`src/rtl/acem_pkg.sv`:
```
// Shared types and constants for the approximate circuit error metrics block.
`default_nettype none

package acem_pkg;

    localparam int VALUE_W    = 16;
    localparam int FLIPS_W    = 5;
    localparam int NOUT_W     = 5;
    localparam int NV_W       = 21;
    localparam int CNT_W      = 21;
    localparam int SUM_ABS_W  = 37;
    localparam int SUM_SQ_W   = 53;
    localparam int SUM_REL_W  = 53;
    localparam int SQ_W       = 32;
    localparam int REL_W      = 32;
    localparam int ERATE_W    = 17;
    localparam int MSQ_W      = 48;
    localparam int DIV_DW     = 70;
    localparam int DIV_PW     = 6;
    localparam int QDEPTH     = 2;
    localparam int QPTR_W     = 1;
    localparam int QCNT_W     = 2;
    localparam int CFG_ADDR_W = 2;
    localparam int IN_DATA_W  = 32;
    localparam int OUT_DATA_W = 184;

    localparam logic [CFG_ADDR_W-1:0] REG_NUM_VECTORS = 2'd0;
    localparam logic [CFG_ADDR_W-1:0] REG_NUM_OUTPUTS = 2'd1;

    localparam logic [NOUT_W-1:0]  NOUT_MAX   = 5'd16;
    localparam logic [ERATE_W-1:0] ERATE_MAX  = 17'd65536;
    localparam logic [DIV_PW-1:0]  PAIRS_REL  = 6'd16;
    localparam logic [DIV_PW-1:0]  PAIRS_ERR  = 6'd19;
    localparam logic [DIV_PW-1:0]  PAIRS_ABS  = 6'd27;
    localparam logic [DIV_PW-1:0]  PAIRS_SQ   = 6'd35;
    localparam logic [DIV_PW-1:0]  PAIRS_SREL = 6'd27;

    typedef struct packed {
        logic [FLIPS_W-1:0] flips;
        logic [VALUE_W-1:0] diff;
        logic [VALUE_W-1:0] exact;
        logic               last;
    } item_t;

    typedef struct packed {
        logic              full;
        logic [QCNT_W-1:0] count;
    } q_stat_t;

    typedef struct packed {
        logic              start;
        logic [DIV_DW-1:0] dividend;
        logic [NV_W-1:0]   divisor;
        logic [DIV_PW-1:0] npairs;
    } div_req_t;

    typedef struct packed {
        logic              done;
        logic [DIV_DW-1:0] quotient;
    } div_rsp_t;

    typedef struct packed {
        logic [REL_W-1:0]   worst_rel_error;
        logic [VALUE_W-1:0] worst_abs_error;
        logic [31:0]        mean_rel_error;
        logic [MSQ_W-1:0]   mean_sq_error;
        logic [31:0]        mean_abs_error;
        logic [ERATE_W-1:0] error_rate;
        logic [FLIPS_W-1:0] worst_bit_flips;
    } res_t;

endpackage

`default_nettype wire

```
`src/rtl/acem_front.sv`:
```
// Front end: accepts value pairs and derives bit flips and absolute difference.
`default_nettype none

module acem_front (
    input  wire logic                        s_tvalid,
    output logic                             s_tready,
    input  wire logic [acem_pkg::IN_DATA_W-1:0] s_tdata,
    input  wire logic                        s_tlast,
    input  wire logic [acem_pkg::NOUT_W-1:0] num_outputs,
    input  wire acem_pkg::q_stat_t           q_stat,
    output logic                             push,
    output acem_pkg::item_t                  push_item
);

    logic [acem_pkg::VALUE_W-1:0] ex;
    logic [acem_pkg::VALUE_W-1:0] ap;
    logic [acem_pkg::NOUT_W-1:0]  nbits;
    logic [acem_pkg::VALUE_W:0]   mask_wide;
    logic [acem_pkg::VALUE_W-1:0] xr;

    assign ex        = s_tdata[15:0];
    assign ap        = s_tdata[31:16];
    assign nbits     = (num_outputs > acem_pkg::NOUT_MAX) ? acem_pkg::NOUT_MAX : num_outputs;
    assign mask_wide = (17'd1 << nbits) - 17'd1;
    assign xr        = (ex ^ ap) & mask_wide[acem_pkg::VALUE_W-1:0];

    assign s_tready = !q_stat.full;
    assign push     = s_tvalid && s_tready;

    always_comb begin
        push_item.flips = acem_pkg::FLIPS_W'($countones(xr));
        push_item.diff  = (ap >= ex) ? (ap - ex) : (ex - ap);
        push_item.exact = ex;
        push_item.last  = s_tlast;
    end

endmodule

`default_nettype wire

```
`src/rtl/acem_queue.sv`:
```
// Two-entry queue between the front end and the back end.
`default_nettype none

module acem_queue (
    input  wire logic            aclk,
    input  wire logic            aresetn,
    input  wire logic            push,
    input  wire acem_pkg::item_t push_item,
    input  wire logic            pop,
    output logic                 pop_valid,
    output acem_pkg::item_t      pop_item,
    output acem_pkg::q_stat_t    q_stat
);

    acem_pkg::item_t                 mem_reg [acem_pkg::QDEPTH];
    logic [acem_pkg::QPTR_W-1:0]     wr_ptr_reg;
    logic [acem_pkg::QPTR_W-1:0]     rd_ptr_reg;
    logic [acem_pkg::QCNT_W-1:0]     count_reg;
    logic [acem_pkg::QCNT_W-1:0]     count_next;

    always_comb begin
        count_next = count_reg;
        if (push && !pop) begin
            count_next = count_reg + 1'b1;
        end else if (pop && !push) begin
            count_next = count_reg - 1'b1;
        end
    end

    always_ff @(posedge aclk) begin
        if (!aresetn) begin
            wr_ptr_reg <= '0;
            rd_ptr_reg <= '0;
            count_reg  <= '0;
        end else begin
            if (push) begin
                wr_ptr_reg <= wr_ptr_reg + 1'b1;
            end
            if (pop) begin
                rd_ptr_reg <= rd_ptr_reg + 1'b1;
            end
            count_reg <= count_next;
        end
    end

    always_ff @(posedge aclk) begin
        if (push) begin
            mem_reg[wr_ptr_reg] <= push_item;
        end
    end

    assign pop_valid    = (count_reg != '0);
    assign pop_item     = mem_reg[rd_ptr_reg];
    assign q_stat.count = count_reg;
    assign q_stat.full  = (count_reg == acem_pkg::QCNT_W'(acem_pkg::QDEPTH));

endmodule

`default_nettype wire

```
`src/rtl/acem_divider.sv`:
```
// Shared restoring divider producing two quotient bits per cycle.
`default_nettype none

module acem_divider (
    input  wire logic               aclk,
    input  wire logic               aresetn,
    input  wire acem_pkg::div_req_t req,
    output acem_pkg::div_rsp_t      rsp
);

    logic                          busy_reg;
    logic                          done_reg;
    logic [acem_pkg::DIV_PW-1:0]   cnt_reg;
    logic [acem_pkg::NV_W-1:0]     rem_reg;
    logic [acem_pkg::NV_W-1:0]     div_reg;
    logic [acem_pkg::DIV_DW-1:0]   dq_reg;

    logic [acem_pkg::NV_W:0]       t1;
    logic [acem_pkg::NV_W:0]       t2;
    logic                          ge1;
    logic                          ge2;
    logic [acem_pkg::NV_W-1:0]     r1;
    logic [acem_pkg::NV_W-1:0]     r2;
    logic [acem_pkg::NV_W:0]       d_ext;

    // The dividend arrives left-aligned, so the quotient ends up in the low bits.
    always_comb begin
        d_ext = {1'b0, div_reg};
        t1    = {rem_reg, dq_reg[acem_pkg::DIV_DW-1]};
        ge1   = (t1 >= d_ext);
        r1    = ge1 ? acem_pkg::NV_W'(t1 - d_ext) : t1[acem_pkg::NV_W-1:0];
        t2    = {r1, dq_reg[acem_pkg::DIV_DW-2]};
        ge2   = (t2 >= d_ext);
        r2    = ge2 ? acem_pkg::NV_W'(t2 - d_ext) : t2[acem_pkg::NV_W-1:0];
    end

    always_ff @(posedge aclk) begin
        if (!aresetn) begin
            busy_reg <= 1'b0;
            done_reg <= 1'b0;
            cnt_reg  <= '0;
        end else begin
            done_reg <= 1'b0;
            if (req.start) begin
                busy_reg <= 1'b1;
                cnt_reg  <= req.npairs;
                rem_reg  <= '0;
                div_reg  <= req.divisor;
                dq_reg   <= req.dividend;
            end else if (busy_reg) begin
                rem_reg <= r2;
                dq_reg  <= {dq_reg[acem_pkg::DIV_DW-3:0], ge1, ge2};
                cnt_reg <= cnt_reg - 1'b1;
                if (cnt_reg == acem_pkg::DIV_PW'(1)) begin
                    busy_reg <= 1'b0;
                    done_reg <= 1'b1;
                end
            end
        end
    end

    assign rsp.done     = done_reg;
    assign rsp.quotient = dq_reg;

endmodule

`default_nettype wire

```
`src/rtl/acem_back.sv`:
```
// Back end: relative error, saturating accumulators, final means and result register.
`default_nettype none

module acem_back (
    input  wire logic                      aclk,
    input  wire logic                      aresetn,
    input  wire logic                      q_valid,
    input  wire acem_pkg::item_t           q_item,
    output logic                           pop,
    input  wire logic [acem_pkg::NV_W-1:0] num_vectors,
    output acem_pkg::div_req_t             div_req,
    input  wire acem_pkg::div_rsp_t        div_rsp,
    output logic                           m_tvalid,
    input  wire logic                      m_tready,
    output acem_pkg::res_t                 res
);

    typedef enum logic [2:0] {
        ST_IDLE, ST_REL, ST_ACC, ST_ERR, ST_ABS, ST_SQ, ST_SREL, ST_EMIT
    } state_t;

    state_t                            state_reg;
    acem_pkg::div_req_t                req_reg;
    logic                              out_valid_reg;
    acem_pkg::res_t                    res_reg;

    logic [acem_pkg::FLIPS_W-1:0]      flips_reg;
    logic [acem_pkg::VALUE_W-1:0]      diff_reg;
    logic                              last_reg;
    logic [acem_pkg::SQ_W-1:0]         sq_reg;
    logic [acem_pkg::REL_W-1:0]        rel_reg;

    logic [acem_pkg::FLIPS_W-1:0]      max_flips_reg;
    logic [acem_pkg::CNT_W-1:0]        err_cnt_reg;
    logic [acem_pkg::SUM_ABS_W-1:0]    sum_abs_reg;
    logic [acem_pkg::SUM_SQ_W-1:0]     sum_sq_reg;
    logic [acem_pkg::SUM_REL_W-1:0]    sum_rel_reg;
    logic [acem_pkg::VALUE_W-1:0]      max_abs_reg;
    logic [acem_pkg::REL_W-1:0]        max_rel_reg;

    logic [acem_pkg::ERATE_W-1:0]      erate_reg;
    logic [31:0]                       mabs_reg;
    logic [acem_pkg::MSQ_W-1:0]        msq_reg;
    logic [31:0]                       mrel_reg;

    logic [acem_pkg::FLIPS_W-1:0]      max_flips_next;
    logic [acem_pkg::CNT_W-1:0]        err_cnt_next;
    logic [acem_pkg::SUM_ABS_W-1:0]    sum_abs_next;
    logic [acem_pkg::SUM_SQ_W-1:0]     sum_sq_next;
    logic [acem_pkg::SUM_REL_W-1:0]    sum_rel_next;
    logic [acem_pkg::VALUE_W-1:0]      max_abs_next;
    logic [acem_pkg::REL_W-1:0]        max_rel_next;
    logic [acem_pkg::SUM_ABS_W:0]      abs_add;
    logic [acem_pkg::SUM_SQ_W:0]       sq_add;
    logic [acem_pkg::SUM_REL_W:0]      rel_add;
    logic [acem_pkg::NV_W-1:0]         nv;
    logic [acem_pkg::DIV_DW-1:0]       quo;

    assign nv  = (num_vectors == '0) ? acem_pkg::NV_W'(1) : num_vectors;
    assign quo = div_rsp.quotient;

    always_comb begin
        abs_add = {1'b0, sum_abs_reg} + (acem_pkg::SUM_ABS_W + 1)'(diff_reg);
        sq_add  = {1'b0, sum_sq_reg} + (acem_pkg::SUM_SQ_W + 1)'(sq_reg);
        rel_add = {1'b0, sum_rel_reg} + (acem_pkg::SUM_REL_W + 1)'(rel_reg);
        sum_abs_next = abs_add[acem_pkg::SUM_ABS_W] ? '1 : abs_add[acem_pkg::SUM_ABS_W-1:0];
        sum_sq_next  = sq_add[acem_pkg::SUM_SQ_W] ? '1 : sq_add[acem_pkg::SUM_SQ_W-1:0];
        sum_rel_next = rel_add[acem_pkg::SUM_REL_W] ? '1 : rel_add[acem_pkg::SUM_REL_W-1:0];
        max_flips_next = (flips_reg > max_flips_reg) ? flips_reg : max_flips_reg;
        max_abs_next   = (diff_reg > max_abs_reg) ? diff_reg : max_abs_reg;
        max_rel_next   = (rel_reg > max_rel_reg) ? rel_reg : max_rel_reg;
        err_cnt_next   = err_cnt_reg;
        if ((flips_reg != '0) && (err_cnt_reg != '1)) begin
            err_cnt_next = err_cnt_reg + 1'b1;
        end
    end

    assign pop = (state_reg == ST_IDLE) && q_valid;

    always_ff @(posedge aclk) begin
        if (!aresetn) begin
            state_reg     <= ST_IDLE;
            out_valid_reg <= 1'b0;
            req_reg.start <= 1'b0;
            max_flips_reg <= '0;
            err_cnt_reg   <= '0;
            sum_abs_reg   <= '0;
            sum_sq_reg    <= '0;
            sum_rel_reg   <= '0;
            max_abs_reg   <= '0;
            max_rel_reg   <= '0;
        end else begin
            req_reg.start <= 1'b0;
            if (m_tready) begin
                out_valid_reg <= 1'b0;
            end
            case (state_reg)
                ST_IDLE: begin
                    if (q_valid) begin
                        flips_reg <= q_item.flips;
                        diff_reg  <= q_item.diff;
                        last_reg  <= q_item.last;
                        sq_reg    <= acem_pkg::SQ_W'(q_item.diff) * acem_pkg::SQ_W'(q_item.diff);
                        if (q_item.exact == '0) begin
                            rel_reg   <= {q_item.diff, 16'h0000};
                            state_reg <= ST_ACC;
                        end else begin
                            req_reg.start    <= 1'b1;
                            req_reg.dividend <= {q_item.diff, 16'h0000, 38'h0};
                            req_reg.divisor  <= acem_pkg::NV_W'(q_item.exact);
                            req_reg.npairs   <= acem_pkg::PAIRS_REL;
                            state_reg        <= ST_REL;
                        end
                    end
                end
                ST_REL: begin
                    if (div_rsp.done) begin
                        rel_reg   <= quo[acem_pkg::REL_W-1:0];
                        state_reg <= ST_ACC;
                    end
                end
                ST_ACC: begin
                    max_flips_reg <= max_flips_next;
                    err_cnt_reg   <= err_cnt_next;
                    sum_abs_reg   <= sum_abs_next;
                    sum_sq_reg    <= sum_sq_next;
                    sum_rel_reg   <= sum_rel_next;
                    max_abs_reg   <= max_abs_next;
                    max_rel_reg   <= max_rel_next;
                    if (last_reg) begin
                        req_reg.start    <= 1'b1;
                        req_reg.dividend <= {1'b0, err_cnt_next, 16'h0000, 32'h0};
                        req_reg.divisor  <= nv;
                        req_reg.npairs   <= acem_pkg::PAIRS_ERR;
                        state_reg        <= ST_ERR;
                    end else begin
                        state_reg <= ST_IDLE;
                    end
                end
                ST_ERR: begin
                    if (div_rsp.done) begin
                        erate_reg <= (quo > acem_pkg::DIV_DW'(acem_pkg::ERATE_MAX)) ?
                                     acem_pkg::ERATE_MAX : quo[acem_pkg::ERATE_W-1:0];
                        req_reg.start    <= 1'b1;
                        req_reg.dividend <= {1'b0, sum_abs_reg, 16'h0000, 16'h0000};
                        req_reg.divisor  <= nv;
                        req_reg.npairs   <= acem_pkg::PAIRS_ABS;
                        state_reg        <= ST_ABS;
                    end
                end
                ST_ABS: begin
                    if (div_rsp.done) begin
                        mabs_reg <= (|quo[acem_pkg::DIV_DW-1:32]) ? '1 : quo[31:0];
                        req_reg.start    <= 1'b1;
                        req_reg.dividend <= {1'b0, sum_sq_reg, 16'h0000};
                        req_reg.divisor  <= nv;
                        req_reg.npairs   <= acem_pkg::PAIRS_SQ;
                        state_reg        <= ST_SQ;
                    end
                end
                ST_SQ: begin
                    if (div_rsp.done) begin
                        msq_reg <= (|quo[acem_pkg::DIV_DW-1:acem_pkg::MSQ_W]) ?
                                   '1 : quo[acem_pkg::MSQ_W-1:0];
                        req_reg.start    <= 1'b1;
                        req_reg.dividend <= {1'b0, sum_rel_reg, 16'h0000};
                        req_reg.divisor  <= nv;
                        req_reg.npairs   <= acem_pkg::PAIRS_SREL;
                        state_reg        <= ST_SREL;
                    end
                end
                ST_SREL: begin
                    if (div_rsp.done) begin
                        mrel_reg  <= (|quo[acem_pkg::DIV_DW-1:32]) ? '1 : quo[31:0];
                        state_reg <= ST_EMIT;
                    end
                end
                ST_EMIT: begin
                    if (!out_valid_reg || m_tready) begin
                        res_reg.worst_bit_flips <= max_flips_reg;
                        res_reg.error_rate      <= erate_reg;
                        res_reg.mean_abs_error  <= mabs_reg;
                        res_reg.mean_sq_error   <= msq_reg;
                        res_reg.mean_rel_error  <= mrel_reg;
                        res_reg.worst_abs_error <= max_abs_reg;
                        res_reg.worst_rel_error <= max_rel_reg;
                        out_valid_reg <= 1'b1;
                        max_flips_reg <= '0;
                        err_cnt_reg   <= '0;
                        sum_abs_reg   <= '0;
                        sum_sq_reg    <= '0;
                        sum_rel_reg   <= '0;
                        max_abs_reg   <= '0;
                        max_rel_reg   <= '0;
                        state_reg     <= ST_IDLE;
                    end
                end
                default: begin
                    state_reg <= ST_IDLE;
                end
            endcase
        end
    end

    assign div_req  = req_reg;
    assign m_tvalid = out_valid_reg;
    assign res      = res_reg;

endmodule

`default_nettype wire

```
`src/rtl/approx_circuit_error_metrics.sv`:
```
// Top level of the approximate circuit error metrics block.
//
//  Channel  Dir  Request fields
//  s_       in   tdata: exact_value, approx_value; tlast: last
//  m_       out  tdata: worst_bit_flips .. worst_rel_error (one request per run)
//  cfg_     in   num_vectors (index 0), num_outputs (index 1)
//
// An ordinary request goes through the shared divider, which forms the relative
// error at two quotient bits per cycle; an exact value of zero skips the division.
// The last request of a run adds four more divisions by num_vectors and a load of
// the result register. Reset is synchronous and active low. A two-entry queue lets
// the input side run ahead while a result waits.
`default_nettype none

module approx_circuit_error_metrics (
    input  wire logic                             aclk,
    input  wire logic                             aresetn,
    input  wire logic                             s_tvalid,
    output logic                                  s_tready,
    // exact_value [15:0], approx_value [31:16]
    input  wire logic [acem_pkg::IN_DATA_W-1:0]   s_tdata,
    input  wire logic                             s_tlast,
    output logic                                  m_tvalid,
    input  wire logic                             m_tready,
    // worst_bit_flips [4:0], error_rate [21:5], mean_abs_error [53:22],
    // mean_sq_error [101:54], mean_rel_error [133:102], worst_abs_error [149:134],
    // worst_rel_error [181:150], zero [183:182]
    output logic [acem_pkg::OUT_DATA_W-1:0]       m_tdata,
    input  wire logic                             cfg_wr_en,
    input  wire logic [acem_pkg::CFG_ADDR_W-1:0]  cfg_addr,
    input  wire logic [acem_pkg::NV_W-1:0]        cfg_wr_data
);

    logic [acem_pkg::NV_W-1:0]   num_vectors_reg;
    logic [acem_pkg::NOUT_W-1:0] num_outputs_reg;

    logic                        push;
    acem_pkg::item_t             push_item;
    logic                        pop;
    logic                        pop_valid;
    acem_pkg::item_t             pop_item;
    acem_pkg::q_stat_t           q_stat;
    acem_pkg::div_req_t          div_req;
    acem_pkg::div_rsp_t          div_rsp;
    acem_pkg::res_t              res;

    always_ff @(posedge aclk) begin
        if (!aresetn) begin
            num_vectors_reg <= acem_pkg::NV_W'(1);
            num_outputs_reg <= acem_pkg::NOUT_MAX;
        end else if (cfg_wr_en) begin
            case (cfg_addr)
                acem_pkg::REG_NUM_VECTORS: num_vectors_reg <= cfg_wr_data;
                acem_pkg::REG_NUM_OUTPUTS: num_outputs_reg <= cfg_wr_data[acem_pkg::NOUT_W-1:0];
                default: begin
                end
            endcase
        end
    end

    acem_front u_front (
        .s_tvalid    (s_tvalid),
        .s_tready    (s_tready),
        .s_tdata     (s_tdata),
        .s_tlast     (s_tlast),
        .num_outputs (num_outputs_reg),
        .q_stat      (q_stat),
        .push        (push),
        .push_item   (push_item)
    );

    acem_queue u_queue (
        .aclk      (aclk),
        .aresetn   (aresetn),
        .push      (push),
        .push_item (push_item),
        .pop       (pop),
        .pop_valid (pop_valid),
        .pop_item  (pop_item),
        .q_stat    (q_stat)
    );

    acem_divider u_divider (
        .aclk    (aclk),
        .aresetn (aresetn),
        .req     (div_req),
        .rsp     (div_rsp)
    );

    acem_back u_back (
        .aclk        (aclk),
        .aresetn     (aresetn),
        .q_valid     (pop_valid),
        .q_item      (pop_item),
        .pop         (pop),
        .num_vectors (num_vectors_reg),
        .div_req     (div_req),
        .div_rsp     (div_rsp),
        .m_tvalid    (m_tvalid),
        .m_tready    (m_tready),
        .res         (res)
    );

    assign m_tdata = {2'b00, res};

`ifndef ASSERT_OFF
    assert property (@(posedge aclk) disable iff (!aresetn)
        m_tvalid |-> (m_tdata[21:5] <= acem_pkg::ERATE_MAX))
        else $error("Error rate above one in a result request.");

    assert property (@(posedge aclk) disable iff (!aresetn)
        m_tvalid |-> (m_tdata[4:0] <= acem_pkg::NOUT_MAX))
        else $error("Worst bit flips exceed the compared width.");

    assert property (@(posedge aclk) disable iff (!aresetn)
        (q_stat.count <= acem_pkg::QCNT_W'(acem_pkg::QDEPTH)))
        else $error("Queue fill count beyond its depth.");
`endif

endmodule

`default_nettype wire

```
`config.mk`:
```
export PLATFORM = sky130hd
export DESIGN_NAME = approx_circuit_error_metrics
export DESIGN_NICKNAME = d
export VERILOG_FILES = /design/src/rtl/acem_pkg.sv /design/src/rtl/acem_front.sv /design/src/rtl/acem_queue.sv /design/src/rtl/acem_divider.sv /design/src/rtl/acem_back.sv /design/src/rtl/approx_circuit_error_metrics.sv
export SDC_FILE = /design/constraint.sdc
export NUM_CORES = 2
export LEC_CHECK = 0
export CELL_PAD_IN_SITES_DETAIL_PLACEMENT = 0
export CELL_PAD_IN_SITES_GLOBAL_PLACEMENT = 1
export CORE_MARGIN = 2
export CORE_UTILIZATION = 45
export CTS_CLUSTER_SIZE = 24
export DETAILED_ROUTE_END_ITERATION = 6
export DONT_BUFFER_PORTS = 1
export PLACE_DENSITY_LB_ADDON = 0.1
export SKIP_LAST_GASP = 1
export SLEW_MARGIN = 40
export SYNTH_ARGS = -nofsm -noshare
export SYNTH_HDL_FRONTEND = slang
export SYNTH_SLANG_ARGS = --single-unit
```
`constraint.sdc`:
```
create_clock -name aclk -period 13.65 [get_ports aclk]
set_clock_uncertainty 0.15 [all_clocks]
set_input_delay 1.365 -clock aclk [delete_from_list [all_inputs] [get_ports aclk]]
set_output_delay 1.365 -clock aclk [all_outputs]
set_load 0.02 [all_outputs]
```
# Yosys cells after proc, flatten, opt, wreduce, memory -nomap -nowiden

Memory sizes are Yosys's and may differ from the RTL's. A register that Yosys moved wholly into a read port is not among the register bits.
Cells that the tools add are included.

Bits in writable memories: 76
Word-level logic and storage cells: 214
Memories: 1
Register bits: 866
Input port bits: 61
Output and inout port bits: 186
Bits in read-only memories: 0
Latch bits: 0

Div/mod/pow operators: 0
Add/subtract/negate cells: 29
$lt $le $gt $ge: 8
Bitwise logic cells: 4
Shift operators: 1
Reductions and logical operators: 41
Multipliers: 1
Muxes and demuxes: 65
Equality and inequality tests: 24

Memory list:

| name            | words | bits a word | rd ports | clocked after Yosys merged registers in | wr ports | RTL line         | text |
|---|---|---|---|---|---|---|---|
| u_queue.mem_reg | 2     | 38          | 1        | 1                                       | 1        | acem_queue.sv:15 | `acem_pkg::item_t mem_reg [acem_pkg::QDEPTH];` |

Operators with widths:

| operator                                                                           | number |
|---|---|
| 98-bit 2-to-1 mux                                                                  | 6 |
| 98-bit case mux with 5 select lines                                                | 1 |
| 53-bit case mux with 2 select lines                                                | 2 |
| 32-bit 2-to-1 mux                                                                  | 6 |
| 53-bit 2-to-1 mux                                                                  | 3 |
| 70-bit 2-to-1 mux                                                                  | 2 |
| 32-bit case mux with 2 select lines                                                | 2 |
| 21-bit 2-to-1 mux                                                                  | 6 |
| 53-bit by 32-bit adder with 54-bit output                                          | 2 |
| 37-bit 2-to-1 mux                                                                  | 2 |
| 37-bit case mux with 2 select lines                                                | 1 |
| 70-bit by 17-bit greater-than comparator with 1-bit output (second input constant) | 1 |
| 16-bit 2-to-1 mux                                                                  | 3 |
| 22-bit by 21-bit greater-or-equal comparator with 1-bit output                     | 2 |
| 21-bit case mux with 2 select lines                                                | 1 |
| 21-bit subtractor                                                                  | 2 |
| 37-bit by 16-bit adder with 38-bit output                                          | 1 |
| 38-bit OR reduction                                                                | 1 |
| 5-bit adder                                                                        | 7 |
| 32-bit greater-than comparator                                                     | 1 |
| 16-bit by 16-bit multiplier with 32-bit output                                     | 1 |
| 16-bit case mux with 2 select lines                                                | 1 |
| 16-bit subtractor                                                                  | 2 |
| 3-bit AND reduction                                                                | 9 |
| other kinds (46)                                                                   | 108 |

# Longest topological paths before layout

Depth in word-level cells: 9
Mapped depth: 30
Mapped depth without buffers: 27

# Hierarchy

From an unflattened synthesis, not the netlist that was laid out.

Cell total of the unflattened synthesis: 4993
Area total of the unflattened synthesis: 53480.0 sq um

Modules (own cells, without submodules):

| module                       | area each (sq um) | seq. area each (sq um) | instances | cells each |
|---|---|---|---|---|
| acem_back                    | 39654.3           | 18677.9                | 1         | 3746 |
| acem_divider                 | 7357.1            | 3523.4                 | 1         | 657 |
| acem_queue                   | 2966.6            | 2382.3                 | 1         | 140 |
| acem_front                   | 2432.3            | 0.0                    | 1         | 337 |
| approx_circuit_error_metrics | 1069.8            | 520.5                  | 1         | 113 |

# Worst setup path after synthesis

No wires, ideal clock.

Path type: input port to flip-flop
Start: input m_tready
End: register u_back.res_reg, in the netlist u_back.res[0], enable pin
Path buffers: 2
Data required time: 12.772 ns
Arrival: 9.625 ns
Path slack: 3.147 ns
Setup time: 0.728 ns
Stages on the path: 6
Cells stage by stage: nor2b_1 nor2_1 nand2_1 clkbuf_1 clkbuf_1 nor2_1

Longest elaborated chain between the ends: 2

Ends and longest elaborated chain:

| element                       | RTL line                           | text |
|---|---|---|
| start: declaration            | approx_circuit_error_metrics.sv:24 | `input wire logic m_tready,` |
| 1-bit logical OR              | acem_back.sv:179                   | `if (!out_valid_reg \|\| m_tready) begin` |
| 3-bit AND reduction (no line) | --                                 |  |
| end: declaration              | acem_back.sv:25                    | `acem_pkg::res_t res_reg;` |

Every way passes these cells.
A chain may end at the register's enable or synchronous reset.

==> metrics.yaml <==
yosysWarnings: 0
area_growth_pct: 10.75
worst-path-max-fanout: 21
h-tree-depth: 3
synth_common_cells: "662 x edfxtp_1, 457 x nand2_1, 431 x inv_1"
track_usage: 0.2554
slew_violations: 0
postCtsSetupRepairBufs: 0
synth_top_area_cell: "edfxtp_1"
fin_nets: 5400
synth_seq_cells: 923
globalplace.congestion: 0.8899
largest_reg_flops: 182
dieArea_mm2: 0.1186
violations: "design-rule violations"
antenna_found_initial: 6
fin_tns_setup_ps: 0
drive_gt1_frac: 0.07758
grt_overflow: 0
drcViolationCount: 6
grt_first_pass_wirelength_um: 228300
io_buffer_count: 0
grt_setup_unrepaired: "no"
syn_avg_cell_area_um2: 10.62
grt_max_degree: 162
row_count: 124
synth_ff_type: "edfxtp_1"
synth.most_common_cell: "edfxtp_1"
yosysUniqueCellTypes: 97
cts_made_buffers: 99
crit_path_top_delay_cell: "dfxtp_2"
hold_slack_ps: 247.9
fin_crit_ps: 8429
slowest_delay_ps: 690
synth_edf_count: 662
clock_sinks: 923
wl_per_cell_um: 23.52
grt-busiest-layer: "met2"
cts_tree: "done"
initial_core_util: 0.4547
ant_nets: 0
drtPass1Iterations: 7
crit_type: "flop to flop"
regToRegSetupSlack_ps: 5220
grt_pass1_vias: 35958
crit_path_end_kind: "flop"
die_w_um: 344.4
clk_path_buf_depth: 3
drtIter0Drc: 3133
async_flop_share: 0
startpoint_type: "flop"
syn_area_mm2: 0.05213
status: "finished, violations left"
period_share: 0.6175
fp.dieH_um: 344.4
dp_hpwl_um: 109900
hold_viol: 0
fill_cells: 10323
yosysTopAreaCellShare: 0.3813
fmax_mhz: 118.6
hold_path_class: "flop to flop"
met2_usage: 0.3969
synth.yosys.seq_area_share: 0.4816
cap_violations: 0
finalSetupViolCount: 0
core-area_mm2: 0.1147
vias_per_cell: 5.758
use_met3: 0.04784
cp_data_required_time_ps: 13950
routed_wl_um: 151400
min_from: "u_back.msq_reg[0]"
cts_hold_buf: 0
path_common_cell: "fa_1"
io_pins: 247
critPathArrivalTime_ps: 8730
root_buffer: "clkbuf_16"
path_clk_slew_ps: 60
via_count: 37064
postSynthCellCount: 4908
ys_top_cells_by_area: "edfxtp_1 38%, dfxtp_1 10%, ha_1 7.6%"
cts_resized: 0
tightest_slew_ps: 862.4
clock_latency_ps: 710
grtUsageMet1: 0.3646
relSlewSlack: 0.4216
[cells in the final DEF (no fill, tap or decap), types with 65 or more instances in the layout]
master | netlist | routed
nand2_1 | 457 | 453
o21ai_0 | 191 | 191
nand2b_1 | 73 | 73
fa_1 | 183 | 183
nand3_1 | 124 | 122
xnor2_1 | 108 | 108
a21o_1 | 94 | 94
clkbuf_16 | 0 | 100
mux2i_1 | 87 | 71
nor2_1 | 302 | 292
edfxtp_1 | 662 | 662
ha_1 | 318 | 318
nor3_1 | 79 | 76
nand4_1 | 65 | 65
inv_1 | 431 | 431
dfxtp_1 | 261 | 258
or3_1 | 70 | 70
a21oi_1 | 360 | 359
[cell type report]
class | instances | area, um^2 | share of cell area
diodes | 1 | 2.502 | 0.00004334
inverters | 437 | 1645 | 0.02850
clock buffers | 117 | 2616 | 0.04532
clock inverters | 70 | 1086 | 0.01881
repair buffers | 58 | 559.3 | 0.009687
flip-flops and latches | 923 | 25110 | 0.4349
multi-input cells | 3319 | 24820 | 0.4299
well taps | 1512 | 1892 | 0.03277
[path summary, 6_finish.rpt]
kind	end	cells after the start
worst max-delay path	u_back.sq_reg[31]	27
worst min-delay path	u_back.res[54]	0
worst max register to register	u_back.sq_reg[31]	27
worst min register to register	u_back.res[54]	0
[layer usage]
| layer | share of wire | vias to the layer above |
|---|---|---|
| met3 | 0.069 | 213 |
| met1 | 0.46 | 18207 |
| li1 | - | 17504 |
| met4 | 0.027 | 6 |
| met2 | 0.44 | 1134 |
| met5 | 0.00024 | - |
[worst max-delay path, delay by kind of cell (launching register included)]
kind	cells	cell delay (ps)
buffers and inverters	8	1430
multiplexers	1	250
adder cells (fa/ha/maj)	7	3340
AND/OR/NAND/NOR	1	230
XOR/XNOR	1	80
flip-flops	1	690
AO/OA/AOI/OAI	9	1970
[cells by family (layout without fill, tap and decap cells)]
family,Yosys count,count (layout),synth area share
buf+inv,667,682,0.04851
compound gates,1084,1084,0.1340
flops,923,923,0.4816
fa+ha+maj,501,501,0.1466
other cells,1,3,0.00007194
xor+xnor,168,168,0.02823
mux,151,151,0.03053
simple gates,1413,1413,0.1305
[through the flow]
stage               instances  worst slack [ps]  utilization  area [um^2]
detailed placement       6245              5212       0.4704        53930
global placement         6240              5293       0.4689        53760
global route             6436              4863       0.5035        57730
CTS                      6432              5202       0.5027        57640
floorplan                4909              3147            -        52130
finish                   6437              5221       0.5035        57730
Power is left out: the tool's default activity adds up to more than one toggle a clock period on the data nets, which glitch-free logic cannot reach.
